--- src/rtl/tss_pkg.sv ---
`timescale 1ns / 1ps
`default_nettype none

package tss_pkg;

    // Default widths of the position and time fields.
    localparam int POS_WIDTH_DEF  = 32;
    localparam int TIME_WIDTH_DEF = 40;

    // Fixed field widths.
    localparam int ID_W       = 16;
    localparam int PERIOD_W   = 40;
    localparam int SPEED_W    = 32;
    localparam int CFG_IDX_W  = 1;
    localparam int CFG_DATA_W = PERIOD_W;

    // Register indexes of the configuration port.
    localparam logic [CFG_IDX_W-1:0] REG_TRACKED_ID    = 1'b0;
    localparam logic [CFG_IDX_W-1:0] REG_OUTPUT_PERIOD = 1'b1;

    // Word kinds on the sample channel.
    localparam logic KIND_SAMPLE = 1'b0;
    localparam logic KIND_CLEAR  = 1'b1;

    // Reset values.
    localparam logic [ID_W-1:0]     TRACKED_ID_RESET    = '0;
    localparam logic [PERIOD_W-1:0] OUTPUT_PERIOD_RESET = 40'd10000;
    localparam int                  EMIT_RESET_US       = 1000000;

    // Scaling from metres per microsecond to metres per second.
    localparam int US_PER_S      = 1000000;
    localparam int US_SCALE_BITS = 20;

    localparam logic [SPEED_W-1:0] SPEED_MAX = '1;

endpackage

`default_nettype wire

--- src/rtl/tss_sample_if.sv ---
`timescale 1ns / 1ps
`default_nettype none

interface tss_sample_if #(
    parameter int POS_WIDTH  = tss_pkg::POS_WIDTH_DEF,
    parameter int TIME_WIDTH = tss_pkg::TIME_WIDTH_DEF
);
    logic                         valid;
    logic                         ready;
    logic                         kind;
    logic [tss_pkg::ID_W-1:0]     object_id;
    logic signed [POS_WIDTH-1:0]  pos_x;
    logic signed [POS_WIDTH-1:0]  pos_y;
    logic signed [POS_WIDTH-1:0]  pos_z;
    logic [TIME_WIDTH-1:0]        sample_time;

    modport source (
        output valid, kind, object_id, pos_x, pos_y, pos_z, sample_time,
        input  ready
    );

    modport sink (
        input  valid, kind, object_id, pos_x, pos_y, pos_z, sample_time,
        output ready
    );
endinterface

`default_nettype wire

--- src/rtl/tss_speed_if.sv ---
`timescale 1ns / 1ps
`default_nettype none

interface tss_speed_if #(
    parameter int TIME_WIDTH = tss_pkg::TIME_WIDTH_DEF
);
    logic                          valid;
    logic                          ready;
    logic [tss_pkg::SPEED_W-1:0]   speed;
    logic [TIME_WIDTH-1:0]         speed_time;
    logic                          zero_interval;

    modport source (
        output valid, speed, speed_time, zero_interval,
        input  ready
    );

    modport sink (
        input  valid, speed, speed_time, zero_interval,
        output ready
    );
endinterface

`default_nettype wire

--- src/rtl/tss_core.sv ---
`timescale 1ns / 1ps
`default_nettype none

// Iterative speed engine: sum of squares on one multiplier, then a bit-serial
// square root, a constant scale and a bit-serial division, with the root and
// the division sharing one subtract-and-compare unit.
module tss_core #(
    parameter int POS_WIDTH  = tss_pkg::POS_WIDTH_DEF,
    parameter int TIME_WIDTH = tss_pkg::TIME_WIDTH_DEF
) (
    input  wire logic                        clk,
    input  wire logic                        rst_n,
    input  wire logic                        start,
    input  wire logic [POS_WIDTH-1:0]        dist_x,
    input  wire logic [POS_WIDTH-1:0]        dist_y,
    input  wire logic [POS_WIDTH-1:0]        dist_z,
    input  wire logic [TIME_WIDTH-1:0]       interval,
    output logic                             done,
    output logic [tss_pkg::SPEED_W-1:0]      speed
);

    localparam int RW     = POS_WIDTH + 1;
    localparam int SW     = 2 * RW;
    localparam int SQ_W   = 2 * POS_WIDTH;
    localparam int NUM_W  = RW + tss_pkg::US_SCALE_BITS;
    localparam int HI_W   = NUM_W - tss_pkg::SPEED_W;
    localparam int W_SUB  = (RW + 3 > TIME_WIDTH + 1) ? RW + 3 : TIME_WIDTH + 1;
    localparam int ITER_N = (RW > tss_pkg::SPEED_W) ? RW : tss_pkg::SPEED_W;
    localparam int CNT_W  = $clog2(ITER_N);

    typedef enum logic [6:0] {
        C_IDLE  = 7'b0000001,
        C_SQ    = 7'b0000010,
        C_ACC   = 7'b0000100,
        C_SQRT  = 7'b0001000,
        C_SCALE = 7'b0010000,
        C_CHK   = 7'b0100000,
        C_DIV   = 7'b1000000
    } core_state_t;

    core_state_t                  state_reg;
    logic [CNT_W-1:0]             cnt_reg;
    logic                         done_reg;
    logic [POS_WIDTH-1:0]         dx_reg;
    logic [POS_WIDTH-1:0]         dy_reg;
    logic [POS_WIDTH-1:0]         dz_reg;
    logic [TIME_WIDTH-1:0]        dt_reg;
    logic [SQ_W-1:0]              prod_reg;
    logic [SW-1:0]                acc_reg;
    logic [SW-1:0]                s_reg;
    logic [RW-1:0]                root_reg;
    logic [RW:0]                  rem_s_reg;
    logic [NUM_W-1:0]             num_reg;
    logic [TIME_WIDTH-1:0]        rem_d_reg;
    logic [tss_pkg::SPEED_W-1:0]  speed_reg;

    logic [POS_WIDTH-1:0]         mul_op;
    logic [RW+2:0]                sqrt_a;
    logic [TIME_WIDTH:0]          div_a;
    logic [W_SUB-1:0]             sub_a;
    logic [W_SUB-1:0]             sub_b;
    logic [W_SUB:0]               sub_diff;
    logic                         sub_ge;

    always_comb
    begin
        case (cnt_reg[1:0])
            2'd0:    mul_op = dx_reg;
            2'd1:    mul_op = dy_reg;
            default: mul_op = dz_reg;
        endcase
    end

    assign sqrt_a = {rem_s_reg, s_reg[SW-1 -: 2]};
    assign div_a  = {rem_d_reg, num_reg[tss_pkg::SPEED_W-1]};

    // The shared subtract-and-compare unit.
    always_comb
    begin
        case (state_reg)
            C_SQRT:
            begin
                sub_a = W_SUB'(sqrt_a);
                sub_b = W_SUB'({root_reg, 2'b01});
            end
            C_CHK:
            begin
                sub_a = W_SUB'(num_reg[NUM_W-1 -: HI_W]);
                sub_b = W_SUB'(dt_reg);
            end
            C_DIV:
            begin
                sub_a = W_SUB'(div_a);
                sub_b = W_SUB'(dt_reg);
            end
            default:
            begin
                sub_a = '0;
                sub_b = '0;
            end
        endcase
    end

    assign sub_diff = {1'b0, sub_a} - {1'b0, sub_b};
    assign sub_ge   = ~sub_diff[W_SUB];

    always_ff @(posedge clk or negedge rst_n)
    begin
        if (!rst_n)
        begin
            state_reg <= C_IDLE;
            cnt_reg   <= '0;
            done_reg  <= 1'b0;
        end
        else
        begin
            done_reg <= 1'b0;
            case (state_reg)
                C_IDLE:
                begin
                    if (start)
                    begin
                        cnt_reg   <= '0;
                        state_reg <= C_SQ;
                    end
                end
                C_SQ:
                begin
                    if (cnt_reg == CNT_W'(2))
                    begin
                        state_reg <= C_ACC;
                    end
                    else
                    begin
                        cnt_reg <= cnt_reg + 1'b1;
                    end
                end
                C_ACC:
                begin
                    cnt_reg   <= CNT_W'(RW - 1);
                    state_reg <= C_SQRT;
                end
                C_SQRT:
                begin
                    if (cnt_reg == '0)
                    begin
                        state_reg <= C_SCALE;
                    end
                    else
                    begin
                        cnt_reg <= cnt_reg - 1'b1;
                    end
                end
                C_SCALE:
                begin
                    state_reg <= C_CHK;
                end
                C_CHK:
                begin
                    // A high part at or above the interval means the quotient
                    // does not fit in 32 bits.
                    if (sub_ge)
                    begin
                        done_reg  <= 1'b1;
                        state_reg <= C_IDLE;
                    end
                    else
                    begin
                        cnt_reg   <= CNT_W'(tss_pkg::SPEED_W - 1);
                        state_reg <= C_DIV;
                    end
                end
                C_DIV:
                begin
                    if (cnt_reg == '0)
                    begin
                        done_reg  <= 1'b1;
                        state_reg <= C_IDLE;
                    end
                    else
                    begin
                        cnt_reg <= cnt_reg - 1'b1;
                    end
                end
                default:
                begin
                    state_reg <= C_IDLE;
                end
            endcase
        end
    end

    always_ff @(posedge clk)
    begin
        case (state_reg)
            C_IDLE:
            begin
                if (start)
                begin
                    dx_reg   <= dist_x;
                    dy_reg   <= dist_y;
                    dz_reg   <= dist_z;
                    dt_reg   <= interval;
                    prod_reg <= '0;
                    acc_reg  <= '0;
                end
            end
            C_SQ:
            begin
                prod_reg <= SQ_W'(mul_op) * SQ_W'(mul_op);
                acc_reg  <= acc_reg + SW'(prod_reg);
            end
            C_ACC:
            begin
                s_reg     <= acc_reg + SW'(prod_reg);
                root_reg  <= '0;
                rem_s_reg <= '0;
            end
            C_SQRT:
            begin
                rem_s_reg <= sub_ge ? sub_diff[RW:0] : sqrt_a[RW:0];
                root_reg  <= {root_reg[RW-2:0], sub_ge};
                s_reg     <= s_reg << 2;
            end
            C_SCALE:
            begin
                num_reg <= NUM_W'(root_reg) * NUM_W'(tss_pkg::US_PER_S);
            end
            C_CHK:
            begin
                if (sub_ge)
                begin
                    speed_reg <= tss_pkg::SPEED_MAX;
                end
                rem_d_reg <= TIME_WIDTH'(num_reg[NUM_W-1 -: HI_W]);
            end
            C_DIV:
            begin
                rem_d_reg <= sub_ge ? sub_diff[TIME_WIDTH-1:0] : div_a[TIME_WIDTH-1:0];
                speed_reg <= {speed_reg[tss_pkg::SPEED_W-2:0], sub_ge};
                num_reg   <= num_reg << 1;
            end
            default:
            begin
            end
        endcase
    end

    assign done  = done_reg;
    assign speed = speed_reg;

endmodule

`default_nettype wire

--- src/rtl/tracked_speed_sampler.sv ---
`timescale 1ns / 1ps
`default_nettype none

// A speed over a nonzero interval goes through the core: it squares and sums the distances,
// takes the bit-serial square root (POS_WIDTH + 1 steps), scales it, checks for saturation and,
// unless the quotient saturates, runs the bit-serial division (32 steps). A sample that emits
// a speed holds the input until the speed enters the output register, and a full output
// register adds its wait; any other word leaves the input ready. Reset (rst_n, asynchronous,
// active low) clears the history, re-arms the emit timer 1 s before zero, id 0, period 10000.
module tracked_speed_sampler #(
    parameter int POS_WIDTH  = tss_pkg::POS_WIDTH_DEF,
    parameter int TIME_WIDTH = tss_pkg::TIME_WIDTH_DEF
) (
    input  wire logic                              clk,
    input  wire logic                              rst_n,
    tss_sample_if.sink                             samples,
    tss_speed_if.source                            speeds,
    input  wire logic                              cfg_we,
    input  wire logic [tss_pkg::CFG_IDX_W-1:0]     cfg_index,
    input  wire logic [tss_pkg::CFG_DATA_W-1:0]    cfg_data
);

    // The emit test runs in a signed width that holds any time and period.
    localparam int EW = ((TIME_WIDTH > tss_pkg::PERIOD_W) ? TIME_WIDTH : tss_pkg::PERIOD_W) + 2;
    localparam logic signed [TIME_WIDTH:0] EMIT_INIT = -((TIME_WIDTH + 1)'(tss_pkg::EMIT_RESET_US));

    typedef enum logic [2:0] {
        ST_IDLE  = 3'b001,
        ST_CALC  = 3'b010,
        ST_WRITE = 3'b100
    } state_t;

    state_t                           state_reg;
    logic [tss_pkg::ID_W-1:0]         tracked_id_reg;
    logic [tss_pkg::PERIOD_W-1:0]     period_reg;
    logic signed [POS_WIDTH-1:0]      prev_x_reg;
    logic signed [POS_WIDTH-1:0]      prev_y_reg;
    logic signed [POS_WIDTH-1:0]      prev_z_reg;
    logic [TIME_WIDTH-1:0]            prev_time_reg;
    logic [1:0]                       sample_count_reg;
    logic signed [TIME_WIDTH:0]       last_emit_reg;

    // Pending result, waiting either for the core or for the output slot.
    logic [tss_pkg::SPEED_W-1:0]      res_speed_reg;
    logic [TIME_WIDTH-1:0]            res_time_reg;
    logic                             res_flag_reg;

    // Output register, which frees the input side while a word waits downstream.
    logic                             out_valid_reg;
    logic [tss_pkg::SPEED_W-1:0]      out_speed_reg;
    logic [TIME_WIDTH-1:0]            out_time_reg;
    logic                             out_flag_reg;

    logic                             accept;
    logic                             is_clear;
    logic                             is_match;
    logic                             history_full;
    logic [POS_WIDTH-1:0]             dist_x;
    logic [POS_WIDTH-1:0]             dist_y;
    logic [POS_WIDTH-1:0]             dist_z;
    logic [TIME_WIDTH-1:0]            interval;
    logic signed [EW-1:0]             emit_lhs;
    logic signed [EW-1:0]             emit_rhs;
    logic                             emit_due;
    logic                             emit;
    logic                             core_start;
    logic                             core_done;
    logic [tss_pkg::SPEED_W-1:0]      core_speed;
    logic                             out_free;

    // Magnitude of the difference of two signed positions.
    function automatic logic [POS_WIDTH-1:0] pos_dist(
        input logic signed [POS_WIDTH-1:0] a,
        input logic signed [POS_WIDTH-1:0] b
    );
        logic [POS_WIDTH:0] d;
        d = {a[POS_WIDTH-1], a} - {b[POS_WIDTH-1], b};
        return d[POS_WIDTH] ? POS_WIDTH'(-d) : d[POS_WIDTH-1:0];
    endfunction

    assign samples.ready = (state_reg == ST_IDLE);
    assign accept        = samples.valid && samples.ready;
    assign is_clear      = (samples.kind == tss_pkg::KIND_CLEAR);
    assign is_match      = !is_clear && (samples.object_id == tracked_id_reg);
    assign history_full  = (sample_count_reg == 2'd2);

    assign dist_x   = pos_dist(samples.pos_x, prev_x_reg);
    assign dist_y   = pos_dist(samples.pos_y, prev_y_reg);
    assign dist_z   = pos_dist(samples.pos_z, prev_z_reg);
    assign interval = (samples.sample_time >= prev_time_reg)
                    ? samples.sample_time - prev_time_reg
                    : prev_time_reg - samples.sample_time;

    // A speed is due when the new time exceeds the last emit time by more than the period.
    assign emit_lhs = $signed(EW'(samples.sample_time)) - $signed(EW'(period_reg));
    assign emit_rhs = EW'(last_emit_reg);
    assign emit_due = emit_lhs > emit_rhs;
    assign emit     = accept && is_match && history_full && emit_due;

    assign core_start = emit && (interval != '0);
    assign out_free   = !out_valid_reg || speeds.ready;

    tss_core #(
        .POS_WIDTH  (POS_WIDTH),
        .TIME_WIDTH (TIME_WIDTH)
    ) u_core (
        .clk      (clk),
        .rst_n    (rst_n),
        .start    (core_start),
        .dist_x   (dist_x),
        .dist_y   (dist_y),
        .dist_z   (dist_z),
        .interval (interval),
        .done     (core_done),
        .speed    (core_speed)
    );

    // Configuration registers.
    always_ff @(posedge clk or negedge rst_n)
    begin
        if (!rst_n)
        begin
            tracked_id_reg <= tss_pkg::TRACKED_ID_RESET;
            period_reg     <= tss_pkg::OUTPUT_PERIOD_RESET;
        end
        else if (cfg_we)
        begin
            case (cfg_index)
                tss_pkg::REG_TRACKED_ID:    tracked_id_reg <= cfg_data[tss_pkg::ID_W-1:0];
                tss_pkg::REG_OUTPUT_PERIOD: period_reg     <= cfg_data[tss_pkg::PERIOD_W-1:0];
                default:
                begin
                end
            endcase
        end
    end

    // History and emit timer. A clear word and reset give the same state.
    always_ff @(posedge clk or negedge rst_n)
    begin
        if (!rst_n)
        begin
            prev_x_reg       <= '0;
            prev_y_reg       <= '0;
            prev_z_reg       <= '0;
            prev_time_reg    <= '0;
            sample_count_reg <= '0;
            last_emit_reg    <= EMIT_INIT;
        end
        else if (accept)
        begin
            if (is_clear)
            begin
                prev_x_reg       <= '0;
                prev_y_reg       <= '0;
                prev_z_reg       <= '0;
                prev_time_reg    <= '0;
                sample_count_reg <= '0;
                last_emit_reg    <= EMIT_INIT;
            end
            else if (is_match)
            begin
                // Suppressed speeds still move the history forward.
                prev_x_reg    <= samples.pos_x;
                prev_y_reg    <= samples.pos_y;
                prev_z_reg    <= samples.pos_z;
                prev_time_reg <= samples.sample_time;
                if (!history_full)
                begin
                    sample_count_reg <= sample_count_reg + 2'd1;
                end
                if (emit)
                begin
                    last_emit_reg <= $signed({1'b0, samples.sample_time});
                end
            end
        end
    end

    // Sequencer: wait for the core when there is arithmetic to do, then hand the
    // result to the output register as soon as it is free.
    always_ff @(posedge clk or negedge rst_n)
    begin
        if (!rst_n)
        begin
            state_reg     <= ST_IDLE;
            out_valid_reg <= 1'b0;
        end
        else
        begin
            // A new word may enter the output register in the cycle the old one leaves.
            if (state_reg == ST_WRITE && out_free)
            begin
                out_valid_reg <= 1'b1;
            end
            else if (speeds.ready)
            begin
                out_valid_reg <= 1'b0;
            end
            case (state_reg)
                ST_IDLE:
                begin
                    if (emit)
                    begin
                        state_reg <= core_start ? ST_CALC : ST_WRITE;
                    end
                end
                ST_CALC:
                begin
                    if (core_done)
                    begin
                        state_reg <= ST_WRITE;
                    end
                end
                ST_WRITE:
                begin
                    if (out_free)
                    begin
                        state_reg <= ST_IDLE;
                    end
                end
                default:
                begin
                    state_reg <= ST_IDLE;
                end
            endcase
        end
    end

    always_ff @(posedge clk)
    begin
        if (emit)
        begin
            res_time_reg  <= samples.sample_time;
            res_flag_reg  <= (interval == '0);
            res_speed_reg <= tss_pkg::SPEED_MAX;
        end
        else if (state_reg == ST_CALC && core_done)
        begin
            res_speed_reg <= core_speed;
        end
        if (state_reg == ST_WRITE && out_free)
        begin
            out_speed_reg <= res_speed_reg;
            out_time_reg  <= res_time_reg;
            out_flag_reg  <= res_flag_reg;
        end
    end

    assign speeds.valid         = out_valid_reg;
    assign speeds.speed         = out_speed_reg;
    assign speeds.speed_time    = out_time_reg;
    assign speeds.zero_interval = out_flag_reg;

    // The core reports a result only while the sequencer waits for one.
    a_done_in_calc: assert property (@(posedge clk) disable iff (!rst_n)
        core_done |-> state_reg == ST_CALC)
        else $error("core finished outside the calculation state");

    // A waiting output word is never overwritten by the next result.
    a_no_overwrite: assert property (@(posedge clk) disable iff (!rst_n)
        (state_reg == ST_WRITE && out_valid_reg && !speeds.ready) |=> state_reg == ST_WRITE)
        else $error("result written over a word still waiting downstream");

    // A zero interval always carries the saturated speed.
    a_zero_saturates: assert property (@(posedge clk) disable iff (!rst_n)
        (out_valid_reg && out_flag_reg) |-> out_speed_reg == tss_pkg::SPEED_MAX)
        else $error("zero interval word without saturated speed");

    // The sample count saturates at two.
    a_count_range: assert property (@(posedge clk) disable iff (!rst_n)
        accept |=> sample_count_reg != 2'd3)
        else $error("sample count ran past two");

endmodule

`default_nettype wire

--- src/flat_wrapper.sv ---
// flat-port wrapper written by rule: the top's interface ports become plain ports
module tracked_speed_sampler_flat 
#(
    parameter int POS_WIDTH  = tss_pkg::POS_WIDTH_DEF,
    parameter int TIME_WIDTH = tss_pkg::TIME_WIDTH_DEF
)
  (clk, rst_n, cfg_we, cfg_index, cfg_data, samples_valid, samples_kind, samples_object_id, samples_pos_x, samples_pos_y, samples_pos_z, samples_sample_time, samples_ready, speeds_valid, speeds_speed, speeds_speed_time, speeds_zero_interval, speeds_ready);
  tss_sample_if #(.POS_WIDTH(POS_WIDTH), .TIME_WIDTH(TIME_WIDTH)) samples_i ();
  tss_speed_if #(.TIME_WIDTH(TIME_WIDTH)) speeds_i ();
  input  wire logic clk;
  input  wire logic rst_n;
  input  wire logic cfg_we;
  input  wire logic [tss_pkg::CFG_IDX_W-1:0] cfg_index;
  input  wire logic [tss_pkg::CFG_DATA_W-1:0] cfg_data;
  input wire logic [$bits(samples_i.valid)-1:0] samples_valid;
  input wire logic [$bits(samples_i.kind)-1:0] samples_kind;
  input wire logic [$bits(samples_i.object_id)-1:0] samples_object_id;
  input wire logic [$bits(samples_i.pos_x)-1:0] samples_pos_x;
  input wire logic [$bits(samples_i.pos_y)-1:0] samples_pos_y;
  input wire logic [$bits(samples_i.pos_z)-1:0] samples_pos_z;
  input wire logic [$bits(samples_i.sample_time)-1:0] samples_sample_time;
  output wire logic [$bits(samples_i.ready)-1:0] samples_ready;
  output wire logic [$bits(speeds_i.valid)-1:0] speeds_valid;
  output wire logic [$bits(speeds_i.speed)-1:0] speeds_speed;
  output wire logic [$bits(speeds_i.speed_time)-1:0] speeds_speed_time;
  output wire logic [$bits(speeds_i.zero_interval)-1:0] speeds_zero_interval;
  input wire logic [$bits(speeds_i.ready)-1:0] speeds_ready;
  assign samples_i.valid = samples_valid;
  assign samples_i.kind = samples_kind;
  assign samples_i.object_id = samples_object_id;
  assign samples_i.pos_x = samples_pos_x;
  assign samples_i.pos_y = samples_pos_y;
  assign samples_i.pos_z = samples_pos_z;
  assign samples_i.sample_time = samples_sample_time;
  assign samples_ready = samples_i.ready;
  assign speeds_valid = speeds_i.valid;
  assign speeds_speed = speeds_i.speed;
  assign speeds_speed_time = speeds_i.speed_time;
  assign speeds_zero_interval = speeds_i.zero_interval;
  assign speeds_i.ready = speeds_ready;
  tracked_speed_sampler #(.POS_WIDTH(POS_WIDTH), .TIME_WIDTH(TIME_WIDTH)) u_core (.clk(clk), .rst_n(rst_n), .samples(samples_i), .speeds(speeds_i), .cfg_we(cfg_we), .cfg_index(cfg_index), .cfg_data(cfg_data));
endmodule
--- config.mk ---
export PLATFORM = sky130hd
export DESIGN_NAME = tracked_speed_sampler_flat
export DESIGN_NICKNAME = d
export VERILOG_FILES = /design/src/rtl/tss_pkg.sv /design/src/rtl/tss_sample_if.sv /design/src/rtl/tss_speed_if.sv /design/src/rtl/tss_core.sv /design/src/rtl/tracked_speed_sampler.sv /design/src/flat_wrapper.sv
export SDC_FILE = /design/constraint.sdc
export NUM_CORES = 2
export LEC_CHECK = 0
export BUFFER_PORTS_ARGS = -buffer_cell sky130_fd_sc_hd__buf_2
export CAP_MARGIN = 10
export CORE_ASPECT_RATIO = 0.9
export CORE_MARGIN = 5
export CORE_UTILIZATION = 30
export DETAILED_ROUTE_END_ITERATION = 8
export HOLD_SLACK_MARGIN = 0.05
export SLEW_MARGIN = 5
export SYNTH_ARGS = -nofsm -noshare
export SYNTH_HDL_FRONTEND = slang
export SYNTH_SLANG_ARGS = --single-unit
--- constraint.sdc ---
create_clock -name clk -period 23.8 [get_ports clk]
set_input_delay 4.76 -clock clk [delete_from_list [all_inputs] [get_ports clk]]
set_output_delay 4.76 -clock clk [all_outputs]
set_load 0.03 [all_outputs]
* After elaboration in Yosys (flattened, before gate mapping)
Cells that the tools add are included.
** Storage, ports and cells
- Latch bits :: 0
- ROM bits :: 0
- Flip-flop bits (word level) :: 923
- Word-level logic and storage cells :: 168
- Input port bits :: 199
- Output and inout port bits :: 75
- Memory bits (writable) :: 0
- Memories :: 0
** Operators by class
- Multiply operators :: 2
- Add/subtract/negate cells :: 14
- Magnitude comparators :: 2
- Shifts and indexed selects :: 0
- Bitwise gates (word level) :: 2
- Reductions and logical operators :: 36
- Muxes and demuxes :: 55
- Div/mod/pow operators :: 0
- Equal/unequal tests :: 26
** Operators with widths (number)
- 2-to-1 mux 32 bit :: 10
- case mux 66 bit (2 select lines) :: 2
- 2-to-1 mux 40 bit :: 4
- case mux 40 bit (2 select lines) :: 2
- case mux 32 bit (2 select lines) :: 2
- case mux 64 bit (2 select lines) :: 1
- 2-to-1 mux 41 bit :: 3
- case mux 41 bit (3 select lines) :: 1
- case mux 53 bit (2 select lines) :: 1
- subtractor 32 x 32 -> 33 bit :: 3
- negation 32 bit :: 3
- subtractor 40 bit :: 2
- case mux 34 bit (2 select lines) :: 1
- adder 66 x 64 -> 66 bit :: 1
- 2-to-1 mux 66 bit :: 1
- case mux 33 bit (2 select lines) :: 1
- multiplier 32 x 32 -> 64 bit :: 1
- 2-to-1 mux 64 bit :: 1
- case mux 7 bit (7 select lines) :: 1
- multiplier 33 x 14 -> 47 bit, second input constant :: 1
- subtractor 41 x 40 -> 42 bit :: 1
- > comparator 41 bit :: 1
- subtractor 40 x 40 -> 41 bit :: 1
- >= comparator 40 bit :: 1
- other kinds (43) :: 91

* Depth between registers and ports, before layout
- Word-level depth :: 9
- Depth in mapped cells :: 37
- Gate-level depth less buffers :: 33

* Modules after synthesis
Synthesis repeated with hierarchy kept, for this count alone.
** Unflattened totals
- Cell total of the unflattened synthesis :: 9666
- Area, all modules :: 92226.0 um2
** By module, submodules not included
- tss_core :: cells an instance 6478, area each 63310.7 um2, seq. area each 15876.5 um2, times used 1
- tracked_speed_sampler :: cells an instance 3188, area each 28915.2 um2, seq. area each 10088.4 um2, times used 1

* Worst setup path before layout
OpenSTA, ideal clock, no wires.
- Path kind :: in2reg
- From :: input samples_sample_time[0]
- To :: register u_core.u_core.acc_reg[0] (enable)
- Path buffers :: 0
- Stages :: 24
- Setup time :: 794 ps
- Path slack :: -626 ps
- Data arrival time :: 23631 ps
- Data required time :: 23006 ps
- Path through :: inv_1 -> ha_1 -> inv_1 -> fa_1 -> a21o_1 -> a21oi_1 -> o21ai_0 -> o31ai_1 -> a31oi_1 -> a41oi_1 -> o2bb2ai_1 -> o211a_1 -> a21oi_1 -> a221o_1 -> a221o_1 -> a21oi_1 -> ha_1 -> nand2b_1 -> nor2_1 -> o21ai_0 -> nand3_1 -> a2111oi_1 -> o41ai_4 -> o21ai_0
** Between the ends
- Longest elaborated chain between the ends :: 6
- Elaborated cells between the ends (all ways) :: 11
- Classes of those cells :: add/sub: 3; order compare: 2; eq/ne: 1; mux: 1; reduce/logical: 4
** RTL lines
- from (decl) :: line flat_wrapper.sv:21 : input wire logic [$bits(samples_i.sample_time)-1:0] samples_sample_time;
- subtractor 40 x 40 -> 41 bit :: line tracked_speed_sampler.sv:95 : assign emit_lhs = $signed(EW'(samples.sample_time)) - $signed(EW'(period_reg));
- > comparator 41 bit :: line tracked_speed_sampler.sv:97 : assign emit_due = emit_lhs > emit_rhs;
- logical AND 1 bit :: line tracked_speed_sampler.sv:98 : assign emit = accept && is_match && history_full && emit_due;
- via u_core.emit :: line tracked_speed_sampler.sv:65 : logic emit;
- logical AND 1 bit :: line tracked_speed_sampler.sv:100 : assign core_start = emit && (interval != '0);
- != test 2 x 1 -> 1 bit (no line)
- AND reduction 2 bit (no line)
- to (signal assigned) :: line tss_core.sv:211 : acc_reg <= acc_reg + SW'(prod_reg);
- to (decl) :: line tss_core.sv:49 : logic [SW-1:0] acc_reg;
The timed path passes the listed nets, and every way through them passes these cells.
A chain may end at the register's enable or synchronous reset.

* Worst setup path after layout
- From :: input samples_sample_time[0]
- To :: register u_core.u_core.acc_reg[14] (enable)
The elaborated chain is that of the path after synthesis.

==> flow_summary.ini <==
[drt]
routed_wl_mm = 252
routed-via-count = 66768
via_per_inst = 4.91
wl_per_cell_microns = 18.6
drc = 0
drt_first_iter_violations = 4935
dr.pass1.iters = 6
ant_nets = 0

[setup_path]
rrSetupSlack_ns = 12.49
cp-end-kind = flop
slowest_stage = buf_4
worst_path_largest_cell_delay_ns = 0.81
crit_path_start_kind = input pin
crit_top_cell = buf_4
path_class = in -> reg
critPathMaxFanout = 69
rr_endpoint = u_core.u_core.prod_reg[57]
critical_path_arrival_ns = 12.81
r2r-start = u_core.u_core.cnt_reg[0]
worst_r2r_path_depth = 33
critPathRequiredTime_ns = 24.17

[placement]
place.gp.congestion = 0.906
post_dp_cell_area_sq_um = 96600
io_buffers = 273
dp_hpwl_mm = 195

[sta]
timing.fmax_mhz = 80.4
fin_worst_skew_ns = 0.114
slew_viol_final = 0
rsz0062_at_grt = false
hold_viol_final = 0
period_share = 0.522
setup-tns-final_ns = 0
setup_viol = 0
finalCriticalPeriod_ns = 12.44
max_slew_margin = 0.231
tightestPinTransition_ns = 1.15

[global_route]
grt_pass1_wl_mm = 394
grt_pass1_vias = 66436
antenna_found_initial = 38
grtUsageTotal = 0.158
grt_max_degree = 102
grt.overflow.total = 0

[synthesis]
netlist_area_sq_um = 90700
synth_flop_cell = edfxtp_1
synth_cell_types = 104
synth_most_common_cell = inv_1
syn_inst = 9397
ys.warnings.count = 0
synth_nets = 11350
synth.avg_cell_area_sq_um = 9.65
ys_seq_area_frac = 0.286
synth_edf_count = 631
synth.top_cell.area_share = 0.209
synth_largest_area_cell = edfxtp_1
synth_common_cells = inv_1, fa_1, ha_1, nand2_1, nor2_1
synthArstFlopShare = 0.276
synthTopCellsByArea = edfxtp_1, fa_1, ha_1
synth_seq_cells = 916

[run_status]
status = complete, no violations

[clock_network]
cts.clk_slew.worst_paths_ns = 0.06
cts_buffer_depth = 3
cts_tree = yes
cts_max_level = 3
cts_root_buf = clkbuf_16
insertion_delay_ns = 0.78
cts_buffers = 105
postCtsSetupBuffers = 0
cts_resized = 0
cts_hold_buf = 0
cts_sinks = 916

[floorplan]
die_h_microns = 532
fp.dieArea_sq_um = 313000
initial_core_util = 0.301
fp.coreArea_sq_um = 301000
boundaryPins = 274
die_x_microns = 590
num_rows = 191

[cells_and_area]
multi_input_comb_area_sq_um = 57800
fill_cells = 30741
fin_nets = 11481
final_area_sq_um = 100000
area_growth_pct = 10.6
seqCellArea_sq_um = 26000
drive_above_1_share = 0.0776

[pwr]
p_seq_frac = 0.438
leakage_nw = 45.1
switching_share = 0.264
power_frac_comb = 0.129
p_int_mw = 2.92
power-per-cell-area_nw_per_um2 = 39.6
vdd_drop_max_mv = 0.0776
pwr-share-clk = 0.434
p_sw_mw = 1.05

[min_path]
min_from = u_core.res_time_reg[36]
hold_class = reg -> reg
hold_path_end = u_core.speeds.speed_time[36]
min_path_cells = 0

[job]
max_cap_violations = 0
-- layout by cell type (no fill, tap or decap), types with 111 or more instances in the layout --
cell | Yosys | routed
a21o_1 | 267 | 267
a21oi_1 | 565 | 564
a22o_1 | 111 | 111
buf_2 | 28 | 272
dfrtp_1 | 217 | 215
edfxtp_1 | 631 | 631
fa_1 | 940 | 940
ha_1 | 814 | 814
inv_1 | 1515 | 1515
nand2_1 | 783 | 780
nor2_1 | 760 | 757
o21ai_0 | 463 | 450
xnor2_1 | 280 | 280
xor2_1 | 207 | 207
-- kinds of logic after synthesis --
group | share of synthesized area
AO/OA/AOI/OAI | 0.137
XOR/XNOR | 0.0470
adder cells (fa/ha/maj) | 0.320
buffers and inverters | 0.0786
flip-flops | 0.286
multiplexers | 0.0192
AND/OR/NAND/NOR | 0.112
-- power groups by stage --
stage	sequential (mW)	clock, mW	combinational, mW
floorplan	1.77	0	0.350
global placement	1.77	0	0.502
detailed placement	1.77	0	0.502
CTS	1.74	1.77	0.507
global route	1.74	1.83	0.567
finish	1.74	1.72	0.511
-- area by class of cell --
type	count	share of cell area
timing repair buffer	373	0.0212
clock buffer	136	0.0287
clock inverter	60	0.00835
sequential	916	0.259
tap	3956	0.0493
antenna	14	0.000349
multi-input combinational	6603	0.576
inverter	1529	0.0572
-- worst max path at each step --
stage                                end  depth (start not counted)              startpoint  slack [ns]
2_1_floorplan    u_core.u_core.dt_reg[0]                         24  samples_sample_time[0]        2.85
3_3_place_gp   u_core.u_core.acc_reg[17]                         29  samples_sample_time[0]       10.69
3_5_place_dp   u_core.u_core.acc_reg[18]                         29  samples_sample_time[0]       10.66
4_1_cts        u_core.u_core.acc_reg[43]                         29  samples_sample_time[0]       11.42
5_1_grt        u_core.u_core.acc_reg[46]                         29  samples_sample_time[0]       10.76
6_report       u_core.u_core.acc_reg[14]                         29  samples_sample_time[0]       11.37
-- critical path: cells and delay by family --
kind / cells / cell delay (ns)
AO/OA/AOI/OAI: 13 / 3.24
XOR/XNOR: 1 / 0.10
AND/OR/NAND/NOR: 5 / 1.05
adder cells (fa/ha/maj): 3 / 0.89
buffers and inverters: 7 / 2.58
-- through the flow --
step / util / instances / hold WS (ns) / setup slack, ns / power, mW
final: 0.333 / 13587 / 0.397 / 11.37 / 3.97
after global routing: 0.333 / 13580 / 0.413 / 10.76 / 4.14
after CTS: 0.333 / 13573 / 0.400 / 11.42 / 4.01
after detailed placement: 0.321 / 13377 / 0.405 / 10.66 / 2.27
after global placement: 0.321 / 13377 / 0.401 / 10.69 / 2.27
after floorplan: - / 9397 / 0.400 / 2.85 / 2.12
-- metal layers --
metal  vias to the layer above  routed length [microns]  track usage
met3                       299                    18500       0.0301
li1                      31686                        -            -
met4                        22                     5990       0.0344
met1                     32761                   120000        0.234
met5                         -                      134            0
met2                      2000                   108000        0.238
Note: power is estimated with default switching activity, not from simulation.
